===== src/rtl/base58_encoder_unit_macros.svh =====
// Assertion macros for the Base58 encoder RTL.
// No dependencies; included by files that carry concurrent checks.
`ifndef BASE58_ENCODER_UNIT_MACROS_SVH
`define BASE58_ENCODER_UNIT_MACROS_SVH

// Condition holds at every clock edge outside reset.
`define B58E_ASSERT_ALWAYS(lbl, clk, rst, cond) \
   lbl: assert property (@(posedge clk) disable iff (rst) (cond)) \
      else $error("b58e check failed");

// Consequent holds in the same cycle as the antecedent.
`define B58E_ASSERT_IMPLY(lbl, clk, rst, pre, post) \
   lbl: assert property (@(posedge clk) disable iff (rst) (pre) |-> (post)) \
      else $error("b58e check failed");

// Consequent holds in the cycle after the antecedent.
`define B58E_ASSERT_NEXT(lbl, clk, rst, pre, post) \
   lbl: assert property (@(posedge clk) disable iff (rst) (pre) |=> (post)) \
      else $error("b58e check failed");

`endif


===== src/rtl/b58e_pkg.sv =====
// Shared constants, types and tables for the Base58 encoder.
// No dependencies; imported by every module of the block.
`timescale 1ns / 1ps

package b58e_pkg;

   localparam int MAX_BYTES_DEF   = 32;
   localparam int DIGIT_SLOTS_DEF = 45;
   localparam int OUT_LIMIT       = 45;
   localparam int RADIX           = 58;
   localparam int BYTE_RANGE      = 256;
   localparam int MAX_QUOT        = 5;

   localparam int BYTE_W    = 8;
   localparam int DIGIT_W   = 6;
   localparam int CARRY_W   = 9;
   localparam int SUM_W     = 9;
   localparam int QUOT_W    = $clog2(MAX_QUOT + 1);
   localparam int SYM_W     = 7;
   localparam int OUT_CNT_W = $clog2(OUT_LIMIT + 1);
   localparam int DIGIT_CODES = 2 ** DIGIT_W;

   localparam logic [RADIX*8-1:0] ALPHABET =
      "123456789ABCDEFGHJKLMNPQRSTUVWXYZabcdefghijkmnopqrstuvwxyz";

   // 256*d split as RADIX*quot + rem, per digit value
   typedef struct packed {
      logic [CARRY_W-1:0] quot;
      logic [DIGIT_W-1:0] rem;
   } mul_entry_type;

   typedef mul_entry_type [DIGIT_CODES-1:0] mul_tab_type;

   typedef struct packed {
      logic [DIGIT_W-1:0] digit;
      logic [CARRY_W-1:0] carry;
   } fold_out_type;

   function automatic mul_tab_type build_mul_tab();
      mul_tab_type tab;
      for (int i = 0; i < DIGIT_CODES; i++) begin
         tab[i].quot = CARRY_W'((i * BYTE_RANGE) / RADIX);
         tab[i].rem  = DIGIT_W'((i * BYTE_RANGE) % RADIX);
      end
      return tab;
   endfunction

   localparam mul_tab_type MUL_TAB = build_mul_tab();

   function automatic logic [SYM_W-1:0] digit_symbol(input logic [DIGIT_W-1:0] d);
      logic [DIGIT_W-1:0] idx;
      idx = (d > DIGIT_W'(RADIX - 1)) ? DIGIT_W'(RADIX - 1) : d;
      return SYM_W'(ALPHABET[(RADIX - 1 - int'(idx))*8 +: 8]);
   endfunction

endpackage


===== src/rtl/b58e_digit_ram.sv =====
// Digit store: one write port, one registered read port.
// Depends on b58e_pkg.
`timescale 1ns / 1ps

module b58e_digit_ram #(
   parameter int DEPTH = b58e_pkg::DIGIT_SLOTS_DEF
) (
   input  logic                                   clock,
   input  logic                                   wr_en,
   input  logic [$clog2(DEPTH)-1:0]               wr_addr,
   input  logic [b58e_pkg::DIGIT_W-1:0]           wr_data,
   input  logic                                   rd_en,
   input  logic [$clog2(DEPTH)-1:0]               rd_addr,
   output logic [b58e_pkg::DIGIT_W-1:0]           rd_data
);
   import b58e_pkg::*;

   logic [DIGIT_W-1:0] mem [DEPTH];
   logic [DIGIT_W-1:0] rd_data_ff;

   always_ff @(posedge clock) begin
      if (wr_en) begin
         mem[wr_addr] <= wr_data;
      end
   end

   always_ff @(posedge clock) begin
      if (rd_en) begin
         rd_data_ff <= mem[rd_addr];
      end
   end

   assign rd_data = rd_data_ff;

endmodule


===== src/rtl/b58e_fold_alu.sv =====
// One digit step of the fold: digit*256 + carry split into new digit and carry.
// Depends on b58e_pkg (product table, result struct).
`timescale 1ns / 1ps

module b58e_fold_alu (
   input  logic [b58e_pkg::DIGIT_W-1:0]  digit_val,
   input  logic [b58e_pkg::CARRY_W-1:0]  carry_val,
   output b58e_pkg::fold_out_type        result
);
   import b58e_pkg::*;

   always_comb begin
      mul_entry_type       ent;
      logic [SUM_W-1:0]    sum;
      logic [QUOT_W-1:0]   qq;
      ent = MUL_TAB[digit_val];
      sum = SUM_W'(ent.rem) + carry_val;
      qq  = '0;
      for (int k = 1; k <= MAX_QUOT; k++) begin
         if (sum >= SUM_W'(k * RADIX)) begin
            qq = qq + QUOT_W'(1);
         end
      end
      result.digit = DIGIT_W'(sum - SUM_W'(int'(qq) * RADIX));
      result.carry = ent.quot + CARRY_W'(qq);
   end

endmodule


===== src/rtl/base58_encoder_unit.sv =====
// Base58 encoder top level: control sequencer around the digit store.
// Depends on b58e_pkg, b58e_digit_ram, b58e_fold_alu and the macros header.
//
//  channel | dir | tdata                   | tlast       | tuser
//  req     | in  | [7:0] data_byte         | last_byte   | -
//  rsp     | out | [6:0] symbol, [7] zero  | end_of_run  | overflow
//
// A leading-zero or dropped byte is taken in ST_IDLE alone; any other byte
// passes ST_FOLD_RD, then ST_FOLD walks one digit per cycle (up to DIGIT_SLOTS)
// through the store's read port with the read for the next digit in flight.
// A '1' prefix passes ST_EMIT_RD, ST_EMIT_OUT; a digit adds ST_EMIT_LD (one read).
// Reset is synchronous; no clearing pass, the used-digit count masks stale
// store entries. A stalled rsp holds the sequencer; req is refused meanwhile.
`timescale 1ns / 1ps
`include "base58_encoder_unit_macros.svh"

module base58_encoder_unit #(
   parameter int MAX_BYTES   = b58e_pkg::MAX_BYTES_DEF,
   parameter int DIGIT_SLOTS = b58e_pkg::DIGIT_SLOTS_DEF
) (
   input  logic        clock,
   input  logic        reset,
   input  logic        req_tvalid,
   output logic        req_tready,
   input  logic [7:0]  req_tdata,   // [7:0] data_byte
   input  logic        req_tlast,
   output logic        rsp_tvalid,
   input  logic        rsp_tready,
   output logic [7:0]  rsp_tdata,   // [6:0] symbol, [7] zero fill
   output logic        rsp_tlast,
   output logic        rsp_tuser    // [0] overflow
);
   import b58e_pkg::*;

   localparam int AW = $clog2(DIGIT_SLOTS);
   localparam int JW = $clog2(DIGIT_SLOTS + 1);
   localparam int LW = $clog2(MAX_BYTES + 1);
   localparam int TW = $clog2(MAX_BYTES + DIGIT_SLOTS + OUT_LIMIT + 1);

   localparam int ST_W = 3;
   localparam logic [ST_W-1:0] ST_IDLE     = 3'd0;
   localparam logic [ST_W-1:0] ST_FOLD_RD  = 3'd1;
   localparam logic [ST_W-1:0] ST_FOLD     = 3'd2;
   localparam logic [ST_W-1:0] ST_EMIT_RD  = 3'd3;
   localparam logic [ST_W-1:0] ST_EMIT_LD  = 3'd4;
   localparam logic [ST_W-1:0] ST_EMIT_OUT = 3'd5;

   logic [ST_W-1:0]      state_ff, state_in;
   logic [JW-1:0]        used_ff, used_in;
   logic [LW-1:0]        lz_ff, lz_in;
   logic                 nz_ff, nz_in;
   logic [LW-1:0]        taken_ff, taken_in;
   logic                 ovf_ff, ovf_in;
   logic                 last_ff, last_in;
   logic [JW-1:0]        jj_ff, jj_in;
   logic [OUT_CNT_W-1:0] k_ff, k_in;
   logic [JW-1:0]        dptr_ff, dptr_in;
   logic [CARRY_W-1:0]   carry_ff, carry_in;
   logic [SYM_W-1:0]     sym_ff, sym_in;

   logic [TW-1:0]        total;
   logic [OUT_CNT_W-1:0] count;
   logic                 ovf_out;
   logic                 end_flag;
   logic                 in_lz;

   logic                 in_range, carry_nz, at_end, active;
   logic [JW-1:0]        jj_next, new_used;
   logic [DIGIT_W-1:0]   fold_digit;
   fold_out_type         alu_out;

   logic                 ram_we, ram_re;
   logic [AW-1:0]        ram_waddr, ram_raddr;
   logic [DIGIT_W-1:0]   ram_rdata;
   logic                 dptr_path;

   b58e_digit_ram #(
      .DEPTH(DIGIT_SLOTS)
   ) u_ram (
      .clock  (clock),
      .wr_en  (ram_we),
      .wr_addr(ram_waddr),
      .wr_data(alu_out.digit),
      .rd_en  (ram_re),
      .rd_addr(ram_raddr),
      .rd_data(ram_rdata)
   );

   b58e_fold_alu u_alu (
      .digit_val(fold_digit),
      .carry_val(carry_ff),
      .result   (alu_out)
   );

   assign total    = TW'(lz_ff) + TW'(used_ff);
   assign count    = (total > TW'(OUT_LIMIT)) ? OUT_CNT_W'(OUT_LIMIT) : OUT_CNT_W'(total);
   assign ovf_out  = ovf_ff || (total > TW'(OUT_LIMIT));
   assign end_flag = (k_ff + OUT_CNT_W'(1)) == count;
   assign in_lz    = TW'(k_ff) < TW'(lz_ff);

   assign in_range   = jj_ff < used_ff;
   assign carry_nz   = carry_ff != '0;
   assign at_end     = jj_ff == JW'(DIGIT_SLOTS);
   assign active     = !at_end && (in_range || carry_nz);
   assign jj_next    = jj_ff + JW'(1);
   assign new_used   = (jj_ff > used_ff) ? jj_ff : used_ff;
   assign fold_digit = in_range ? ram_rdata : '0;

   assign dptr_path = (state_ff == ST_EMIT_RD) && (k_ff < count) && !in_lz;

   always_comb begin
      ram_we    = (state_ff == ST_FOLD) && active;
      ram_waddr = jj_ff[AW-1:0];
      ram_re    = 1'b0;
      ram_raddr = '0;
      case (state_ff)
         ST_FOLD_RD: begin
            ram_re = 1'b1;
         end
         ST_FOLD: begin
            ram_re    = active && (jj_next < JW'(DIGIT_SLOTS));
            ram_raddr = jj_next[AW-1:0];
         end
         ST_EMIT_RD: begin
            ram_re    = dptr_path;
            ram_raddr = AW'(dptr_ff - JW'(1));
         end
         default: begin
            ram_re = 1'b0;
         end
      endcase
   end

   always_comb begin
      state_in = state_ff;
      used_in  = used_ff;
      lz_in    = lz_ff;
      nz_in    = nz_ff;
      taken_in = taken_ff;
      ovf_in   = ovf_ff;
      last_in  = last_ff;
      jj_in    = jj_ff;
      k_in     = k_ff;
      dptr_in  = dptr_ff;
      carry_in = carry_ff;
      sym_in   = sym_ff;
      case (state_ff)
         ST_IDLE: begin
            if (req_tvalid) begin
               last_in = req_tlast;
               k_in    = '0;
               dptr_in = used_ff;
               if (taken_ff < LW'(MAX_BYTES)) begin
                  taken_in = taken_ff + LW'(1);
                  if (req_tdata == '0 && !nz_ff) begin
                     lz_in    = lz_ff + LW'(1);
                     state_in = req_tlast ? ST_EMIT_RD : ST_IDLE;
                  end else begin
                     nz_in    = 1'b1;
                     carry_in = CARRY_W'(req_tdata);
                     jj_in    = '0;
                     state_in = ST_FOLD_RD;
                  end
               end else begin
                  ovf_in   = 1'b1;
                  state_in = req_tlast ? ST_EMIT_RD : ST_IDLE;
               end
            end
         end
         ST_FOLD_RD: begin
            state_in = ST_FOLD;
         end
         ST_FOLD: begin
            if (active) begin
               carry_in = alu_out.carry;
               jj_in    = jj_next;
            end else begin
               if (at_end && carry_nz) begin
                  ovf_in = 1'b1;
               end
               used_in  = new_used;
               k_in     = '0;
               dptr_in  = new_used;
               state_in = last_ff ? ST_EMIT_RD : ST_IDLE;
            end
         end
         ST_EMIT_RD: begin
            if (k_ff >= count) begin
               used_in  = '0;
               lz_in    = '0;
               nz_in    = 1'b0;
               taken_in = '0;
               ovf_in   = 1'b0;
               state_in = ST_IDLE;
            end else if (in_lz) begin
               sym_in   = digit_symbol('0);
               state_in = ST_EMIT_OUT;
            end else begin
               dptr_in  = dptr_ff - JW'(1);
               state_in = ST_EMIT_LD;
            end
         end
         ST_EMIT_LD: begin
            sym_in   = digit_symbol(ram_rdata);
            state_in = ST_EMIT_OUT;
         end
         ST_EMIT_OUT: begin
            if (rsp_tready) begin
               if (end_flag) begin
                  used_in  = '0;
                  lz_in    = '0;
                  nz_in    = 1'b0;
                  taken_in = '0;
                  ovf_in   = 1'b0;
                  state_in = ST_IDLE;
               end else begin
                  k_in     = k_ff + OUT_CNT_W'(1);
                  state_in = ST_EMIT_RD;
               end
            end
         end
         default: begin
            state_in = ST_IDLE;
         end
      endcase
   end

   always_ff @(posedge clock) begin
      if (reset) begin
         state_ff <= ST_IDLE;
         used_ff  <= '0;
         lz_ff    <= '0;
         nz_ff    <= 1'b0;
         taken_ff <= '0;
         ovf_ff   <= 1'b0;
         last_ff  <= 1'b0;
         jj_ff    <= '0;
         k_ff     <= '0;
         dptr_ff  <= '0;
      end else begin
         state_ff <= state_in;
         used_ff  <= used_in;
         lz_ff    <= lz_in;
         nz_ff    <= nz_in;
         taken_ff <= taken_in;
         ovf_ff   <= ovf_in;
         last_ff  <= last_in;
         jj_ff    <= jj_in;
         k_ff     <= k_in;
         dptr_ff  <= dptr_in;
      end
   end

   always_ff @(posedge clock) begin
      carry_ff <= carry_in;
      sym_ff   <= sym_in;
   end

   assign req_tready = state_ff == ST_IDLE;
   assign rsp_tvalid = state_ff == ST_EMIT_OUT;
   assign rsp_tdata  = {1'b0, sym_ff};
   assign rsp_tlast  = end_flag;
   assign rsp_tuser  = ovf_out;

   `B58E_ASSERT_IMPLY(a_digit_range, clock, reset, ram_we, alu_out.digit < DIGIT_W'(RADIX))
   `B58E_ASSERT_IMPLY(a_carry_bound, clock, reset, state_ff == ST_FOLD, carry_ff <= CARRY_W'(BYTE_RANGE))
   `B58E_ASSERT_ALWAYS(a_used_bound, clock, reset, used_ff <= JW'(DIGIT_SLOTS))
   `B58E_ASSERT_IMPLY(a_emit_count, clock, reset, rsp_tvalid, k_ff < count)
   `B58E_ASSERT_NEXT(a_run_clear, clock, reset, rsp_tvalid && rsp_tready && rsp_tlast, state_ff == ST_IDLE && used_ff == '0 && taken_ff == '0)

endmodule


===== config.mk =====
export PLATFORM = sky130hd
export DESIGN_NAME = base58_encoder_unit
export DESIGN_NICKNAME = d
export VERILOG_FILES = /design/src/rtl/b58e_pkg.sv /design/src/rtl/b58e_digit_ram.sv /design/src/rtl/b58e_fold_alu.sv /design/src/rtl/base58_encoder_unit.sv
export VERILOG_INCLUDE_DIRS = /design/src /design/src/rtl
export SDC_FILE = /design/constraint.sdc
export NUM_CORES = 1
export LEC_CHECK = 0
export ABC_AREA = 0
export BUFFER_PORTS_ARGS = -buffer_cell sky130_fd_sc_hd__buf_2
export CORE_MARGIN = 1.5
export CORE_UTILIZATION = 64
export CTS_CLUSTER_DIAMETER = 120
export DETAILED_ROUTE_END_ITERATION = 16
export PLACE_DENSITY = 0.81
export SLEW_MARGIN = 20
export SYNTH_ARGS = -nofsm -noshare
export SYNTH_HDL_FRONTEND = slang
export SYNTH_HIERARCHICAL = 1
export SYNTH_SLANG_ARGS = --single-unit

===== constraint.sdc =====
create_clock -name clock -period 13 [get_ports clock]
set_input_delay 1.3 -clock clock [delete_from_list [all_inputs] [get_ports clock]]
set_output_delay 1.3 -clock clock [all_outputs]
set_load 0.01 [all_outputs]

Word level (Yosys, flattened, before mapping)
Memories as Yosys holds them, arrays and structs flattened. A register that Yosys moved wholly into a read port is not among the register bits.
Index checks and enable logic that the tools add are counted.
- equal/unequal tests: 22
- muxes and demuxes: 71
- $add $sub $neg: 14
- shift operators: 1
- order comparisons: 15
- reductions and logical operators: 33
- multiply operators: 1
- operators by type and width (operator ; count):
    464-bit by 10-bit indexed part select with 7-bit output, first input constant ; 1
    6-bit two-way mux ; 24
    6-bit case mux with 3 select lines ; 5
    9-bit two-way mux ; 4
    3-bit two-way mux ; 9
    6-bit by 1-bit adder with 6-bit output, second input constant ; 4
    6-bit case mux with 2 select lines ; 2
    5-bit AND reduction ; 4
    9-bit by 8-bit greater-or-equal comparator with 1-bit output, second input constant ; 2
    6-bit less-than comparator ; 3
    2-bit inequality test, second input constant ; 9
    3-bit case mux with 6 select lines ; 1
    9-bit case mux with 2 select lines ; 1
    15-bit two-way mux ; 1
    1-bit two-way mux ; 14
    7-bit two-way mux ; 2
    7-bit case mux with 2 select lines ; 1
    7-bit AND reduction ; 2
    6-bit less-than comparator, second input constant ; 2
    2-bit by 1-bit inequality test with 1-bit output, second input constant ; 6
    3-bit nonzero test ; 4
    3-bit by 1-bit adder with 3-bit output, second input constant ; 3
    6-bit by 9-bit adder with 9-bit output ; 1
    9-bit by 3-bit adder with 9-bit output ; 1
    other kinds (34) ; 51
- output and inout bits: 12
- flip-flop bits (word level): 58
- bits in writable memories: 270
- ROM bits: 960
- input bits: 13
- logic and storage cells: 171
- memories kept: 2
- memory list (name ; words ; width ; rd ports ; clocked after Yosys merged registers in ; write ports ; line ; source):
    (name not given) ; 64 ; 15 ; 1 ; 0 ; 0 ; b58e_fold_alu.sv:16 ; ent = MUL_TAB[digit_val];
    u_ram.mem ; 45 ; 6 ; 1 ; 1 ; 1 ; b58e_digit_ram.sv:18 ; logic [DIGIT_W-1:0] mem [DEPTH];

Depth between registers and ports, before layout
- depth in word-level cells: 18
- depth in mapped cells: 47
- mapped depth without buffers: 44

Hierarchy
Netlist, hierarchy kept.
- by module, submodules not included (module ; times used ; sequential area each (µm²) ; area each (µm²) ; cells an instance):
    b58e_digit_ram ; 1 ; 8287.9 ; 11038.1 ; 584
    base58_encoder_unit ; 1 ; 1321.3 ; 4664.5 ; 595
    b58e_fold_alu ; 1 ; 0.0 ; 2413.6 ; 346

Least setup slack after synthesis
Ideal clock, no wire load.
- path kind: flip-flop to flip-flop
- start: reg used_ff[1]
- end: mem u_ram.mem[0][4] (data pin)
- data required time: 12.540 ns
- data arrival time: 9.119 ns
- setup time: 0.460 ns
- stages on the path, launching flop included: 43
- period minus slack after synthesis: 9.579 ns
- path buffers: 3
- slack: 3.421 ns
- cells stage by stage: dfxtp_1 -> inv_1 -> ha_1 -> nor2b_1 -> o21ai_0 -> a21oi_1 -> a211oi_1 -> clkbuf_1 -> and2_1 -> clkbuf_1 -> inv_1 -> ha_1 -> clkbuf_1 -> nor2_1 -> nor3_1 -> a21oi_1 -> o221ai_1 -> nor2_1 -> [... 7 more ...] -> xnor2_2 -> nand2_1 -> a41o_1 -> inv_1 -> ha_1 -> xnor2_1 -> ha_1 -> nor2_1 -> nor2_1 -> ha_1 -> inv_1 -> o22a_2 -> inv_2 -> ha_1 -> ha_1 -> inv_1 -> ha_1 -> xnor2_1
- RTL lines (what ; line ; source):
    start: declaration ; base58_encoder_unit.sv:49 ; logic [JW-1:0] used_ff, used_in;
    start signal: assignment ; base58_encoder_unit.sv:242 ; used_ff <= used_in;
    end: declaration ; b58e_digit_ram.sv:18 ;

==> impl_table.tex <==
\begin{tabular}{lr}
\hline
Metric & Value \\
\hline
\multicolumn{2}{l}{\textbf{Status}} \\
Result of the run & finished clean \\
\multicolumn{2}{l}{\textbf{Synth}} \\
Largest cells by area after synthesis & edfxtp\_1 (48\%), mux2i\_1 (5.5\%), dfxtp\_1 (4.6\%) \\
Seq/Total Area, Yosys & 0.530 \\
Dominant cell type by area after synthesis & edfxtp\_1 \\
Number of synthesized flops with an enable pin & just under 300 \\
Synthesized Nets & around 1600 \\
Synthesized flop and latch total & 334 \\
Post-Synthesis Cell Area & around 0.018 mm2 \\
Number of cells produced by synthesis & around 1500 \\
Syn\_area\_per\_cell & between 10 and 15 um2 \\
Yosys warnings & 6 \\
Synth unique cells & 103 \\
Proportion of netlist area held by the largest area contributor & 0.484 \\
Proportion of synthesized flip-flops having asynchronous set or reset & 0 \\
Top flip-flop cell by instance count after synthesis & edfxtp\_1 \\
\multicolumn{2}{l}{\textbf{Clock tree}} \\
TritonCTS Sinks & between 300 and 400 \\
Number of resized instances in the post-cts repair step & 0 \\
Buffer cell driving the clock tree root & clkbuf\_16 \\
Clock-pin slew of the registers on the worst-case setup and hold paths & about 60 ps \\
H-tree level count & 2 \\
Hold-fix buffer count after cts & 0 \\
TritonCTS Buffers & 35 \\
Clk Latency, worst-skew pair & around 540 ps \\
Number of buffers inserted by post-CTS setup repair & 0 \\
Clock tree from TritonCTS & done \\
Clk buf depth & 3 \\
\multicolumn{2}{l}{\textbf{Worst setup path}} \\
Maximum cell stage delay along the critical path & approximately 740 ps \\
Startpoint class of the critical path & flip-flop \\
Critical Path AT & $\sim$11000 ps \\
Most numerous cell on the critical path & ha\_1 \\
CP max FO & 45 \\
CP Class & flip-flop to flip-flop \\
Critical-path top delay cell & xnor3\_2 \\
Setup crit end kind & flip-flop \\
Required time reported for the critical path endpoint & 13240 ps \\
\multicolumn{2}{l}{\textbf{Global route}} \\
Number of antenna violations at the first check in global routing & 0 \\
Maximum number of pins on one net before global-route repair & approximately 60 \\
Via count of the first global-routing pass & about 12000 \\
Overall fraction of global-route tracks in use & 0.286 \\
Global-route congestion overflow total & 0 \\
First-pass GRT wire length & $\sim$64000 um \\
\multicolumn{2}{l}{\textbf{STA}} \\
Shortest clock period the worst path allows after layout & around 10000 ps \\
Clock tree skew after final layout & $\sim$15 ps \\
Count of endpoints failing hold in the final timing report & 0 \\
Final setup violating endpoints & 0 \\
Worst-Margin Slew & 1190 ps \\
Max Fclk & $\sim$95 MHz \\
PnR worst setup slack & 2510 ps \\
Relative slew slack & 0.209 \\
RSZ-0062 raised after global routing & no \\
Number of max-slew violations in the final report & 0 \\
Final worst-path cycle share & 0.807 \\
Sum Neg Setup Slack & 0 ps \\
\multicolumn{2}{l}{\textbf{Layout}} \\
Most common cell after layout, fill and taps aside & edfxtp\_1 \\
Number of antenna repair diodes & 0 \\
Fill cell total of the finished layout & 1869 \\
Summed area of non-filler cells in the final layout & 0.0195 mm2 \\
Final \#Nets & 1591 \\
Fraction of layout instances using a drive strength above 1 & 0.118 \\
Leading cell types in the layout, fill and taps excluded & edfxtp\_1 (292), nor2\_1 (133), mux2i\_1 (99) \\
Relative area change from synthesis to final layout & 7.76\% \\
\multicolumn{2}{l}{\textbf{Placement}} \\
Global placement routability congestion & 0.917 \\
HPWL after DPL & around 28000 um \\
Quantity of I/O buffers inserted on ports & 23 \\
Total placed instance area & between 0.015 and 0.02 mm2 \\
Post-Place Setup Slack & 2690 ps \\
\multicolumn{2}{l}{\textbf{Die}} \\
Width of the die & approximately 170 um \\
I/O pin count & 25 \\
Effective utilization at floorplan & 0.650 \\
Area of the die & roughly 0.03 mm2 \\
Number of placement rows & between 60 and 70 \\
Die extent in y & $\sim$170 um \\
Core area & $\sim$0.028 mm2 \\
\multicolumn{2}{l}{\textbf{Worst hold path}} \\
Hold WC Path Type & flip-flop to flip-flop \\
\multicolumn{2}{l}{\textbf{Power}} \\
Worst IR drop on VDD & $\sim$0.0004 V \\
Leakage component of the power & 6.56 nW \\
Power after layout & roughly 4.0 mW \\
Total power per unit cell area & slightly above 200 mW/mm2 \\
\multicolumn{2}{l}{\textbf{Route}} \\
Detailed-route DRC error count & 0 \\
Drt via density & approximately 6.6 \\
Total iterations of the first detailed-routing run & 6 \\
DRT Wirelength & slightly above 40000 um \\
Per-cell routed wire length & 21.5 um \\
Violation count after the first detailed-route iteration & roughly 1500 \\
Post-route ant nets & 0 \\
Vias after detailed routing & roughly 13000 \\
\multicolumn{2}{l}{\textbf{Job}} \\
Number of maximum-capacitance constraint violations & 0 \\
\hline
\end{tabular}
[report_power, final]
| part | switching (mW) | internal, mW |
|---|---|---|
| Sequential | 0.0227 | 1.87 |
| Combinational | 0.903 | 0.299 |
| Clock | 0.410 | 0.541 |
[final timing paths]
kind,startpoint,end,slack [ps],cells past startpoint
worst min-delay path,last_ff$_SDFFE_PP0P_,last_ff$_SDFFE_PP0P_,470,2
worst min register to register,last_ff$_SDFFE_PP0P_,last_ff$_SDFFE_PP0P_,470,2
worst max register to register,jj_ff[1]$_SDFFE_PP0P_,u_ram/mem[32][5]$_DFFE_PP_,2510,42
worst max-delay path,jj_ff[1]$_SDFFE_PP0P_,u_ram/mem[32][5]$_DFFE_PP_,2510,42
[registers in the layout, indices dropped and copies added (netlist names)]
register,flops
u_ram/mem,270
carry_ff,9
sym_ff,7
dptr_ff,6
jj_ff,6
k_ff,6
lz_ff,6
taken_ff,6
u_ram/rd_data,6
used_ff,6
state_ff,3
last_ff,1
nz_ff,1
ovf_ff,1
[cell usage after synthesis, drive strengths merged (7+ instances only)]
library cell and n:
o211ai 16, xnor2 26, nand2 84, nand2b 20, o31ai 10, mux4 26, ha 60, nand3 36
nor2b 18, clkbuf 47, a31oi 14, nor2 134, mux2 11, edfxtp 292, a21o 15, nand4 7
or3 12, o41ai 7, a21oi 94, buf 38, dfxtp 42, o22ai 16, mux2i 99, o21a 11
a211oi 14, and3 15, inv 57, a221oi 14, a22oi 30, xor2 21, a22o 23, nor3 28
and2 16, o21ai 80
[final cells by class]
class	count	area, um2	share of cell area
Clock buffer	43	906	0.0464
Sequential cell	334	9610	0.492
Tap cell	378	473	0.0242
Timing Repair Buffer	37	220	0.0113
Inverter	58	218	0.0112
Multi-Input combinational cell	1048	7910	0.405
Clock inverter	19	184	0.00942
[critical path, delay by kind of cell, from the launching register on]
kind / cells / cell delay (ps)
adders and majority gates: 10 / 3420
and+or+nand+nor: 9 / 1650
xor gates and xnor gates: 7 / 1820
buffers and inverters: 6 / 760
DFF: 1 / 630
AOI/OAI and AO/OA: 10 / 1850
[logic make-up (layout without fill, tap and decap cells)]
family,Yosys count,after routing,synth area share
AO/OA/AOI/OAI,399,399,0.159
XOR/XNOR,48,48,0.0271
adder cells (fa/ha/maj),64,64,0.0459
buffers and inverters,143,157,0.0367
flip-flops,334,334,0.530
multiplexers,136,136,0.0951
other,1,1,0.000207
AND/OR/NAND/NOR,400,400,0.106
[per-stage QoR]
stage	util	hold WS (ps)	std cells
finish	0.701	467	1917
global route	0.701	489	1917
CTS	0.700	467	1917
detailed placement	0.661	458	1855
global placement	0.661	447	1855
floorplan	-	429	1525
[per-layer routing]
| layer | wire length, um | GRT usage |
|---|---|---|
| met5 | 0 | 0 |
| met4 | 1190 | 0.108 |
| met3 | 2960 | 0.0347 |
| met2 | 20200 | 0.477 |
| met1 | 16900 | 0.386 |
(Power assumes the default switching activity.)
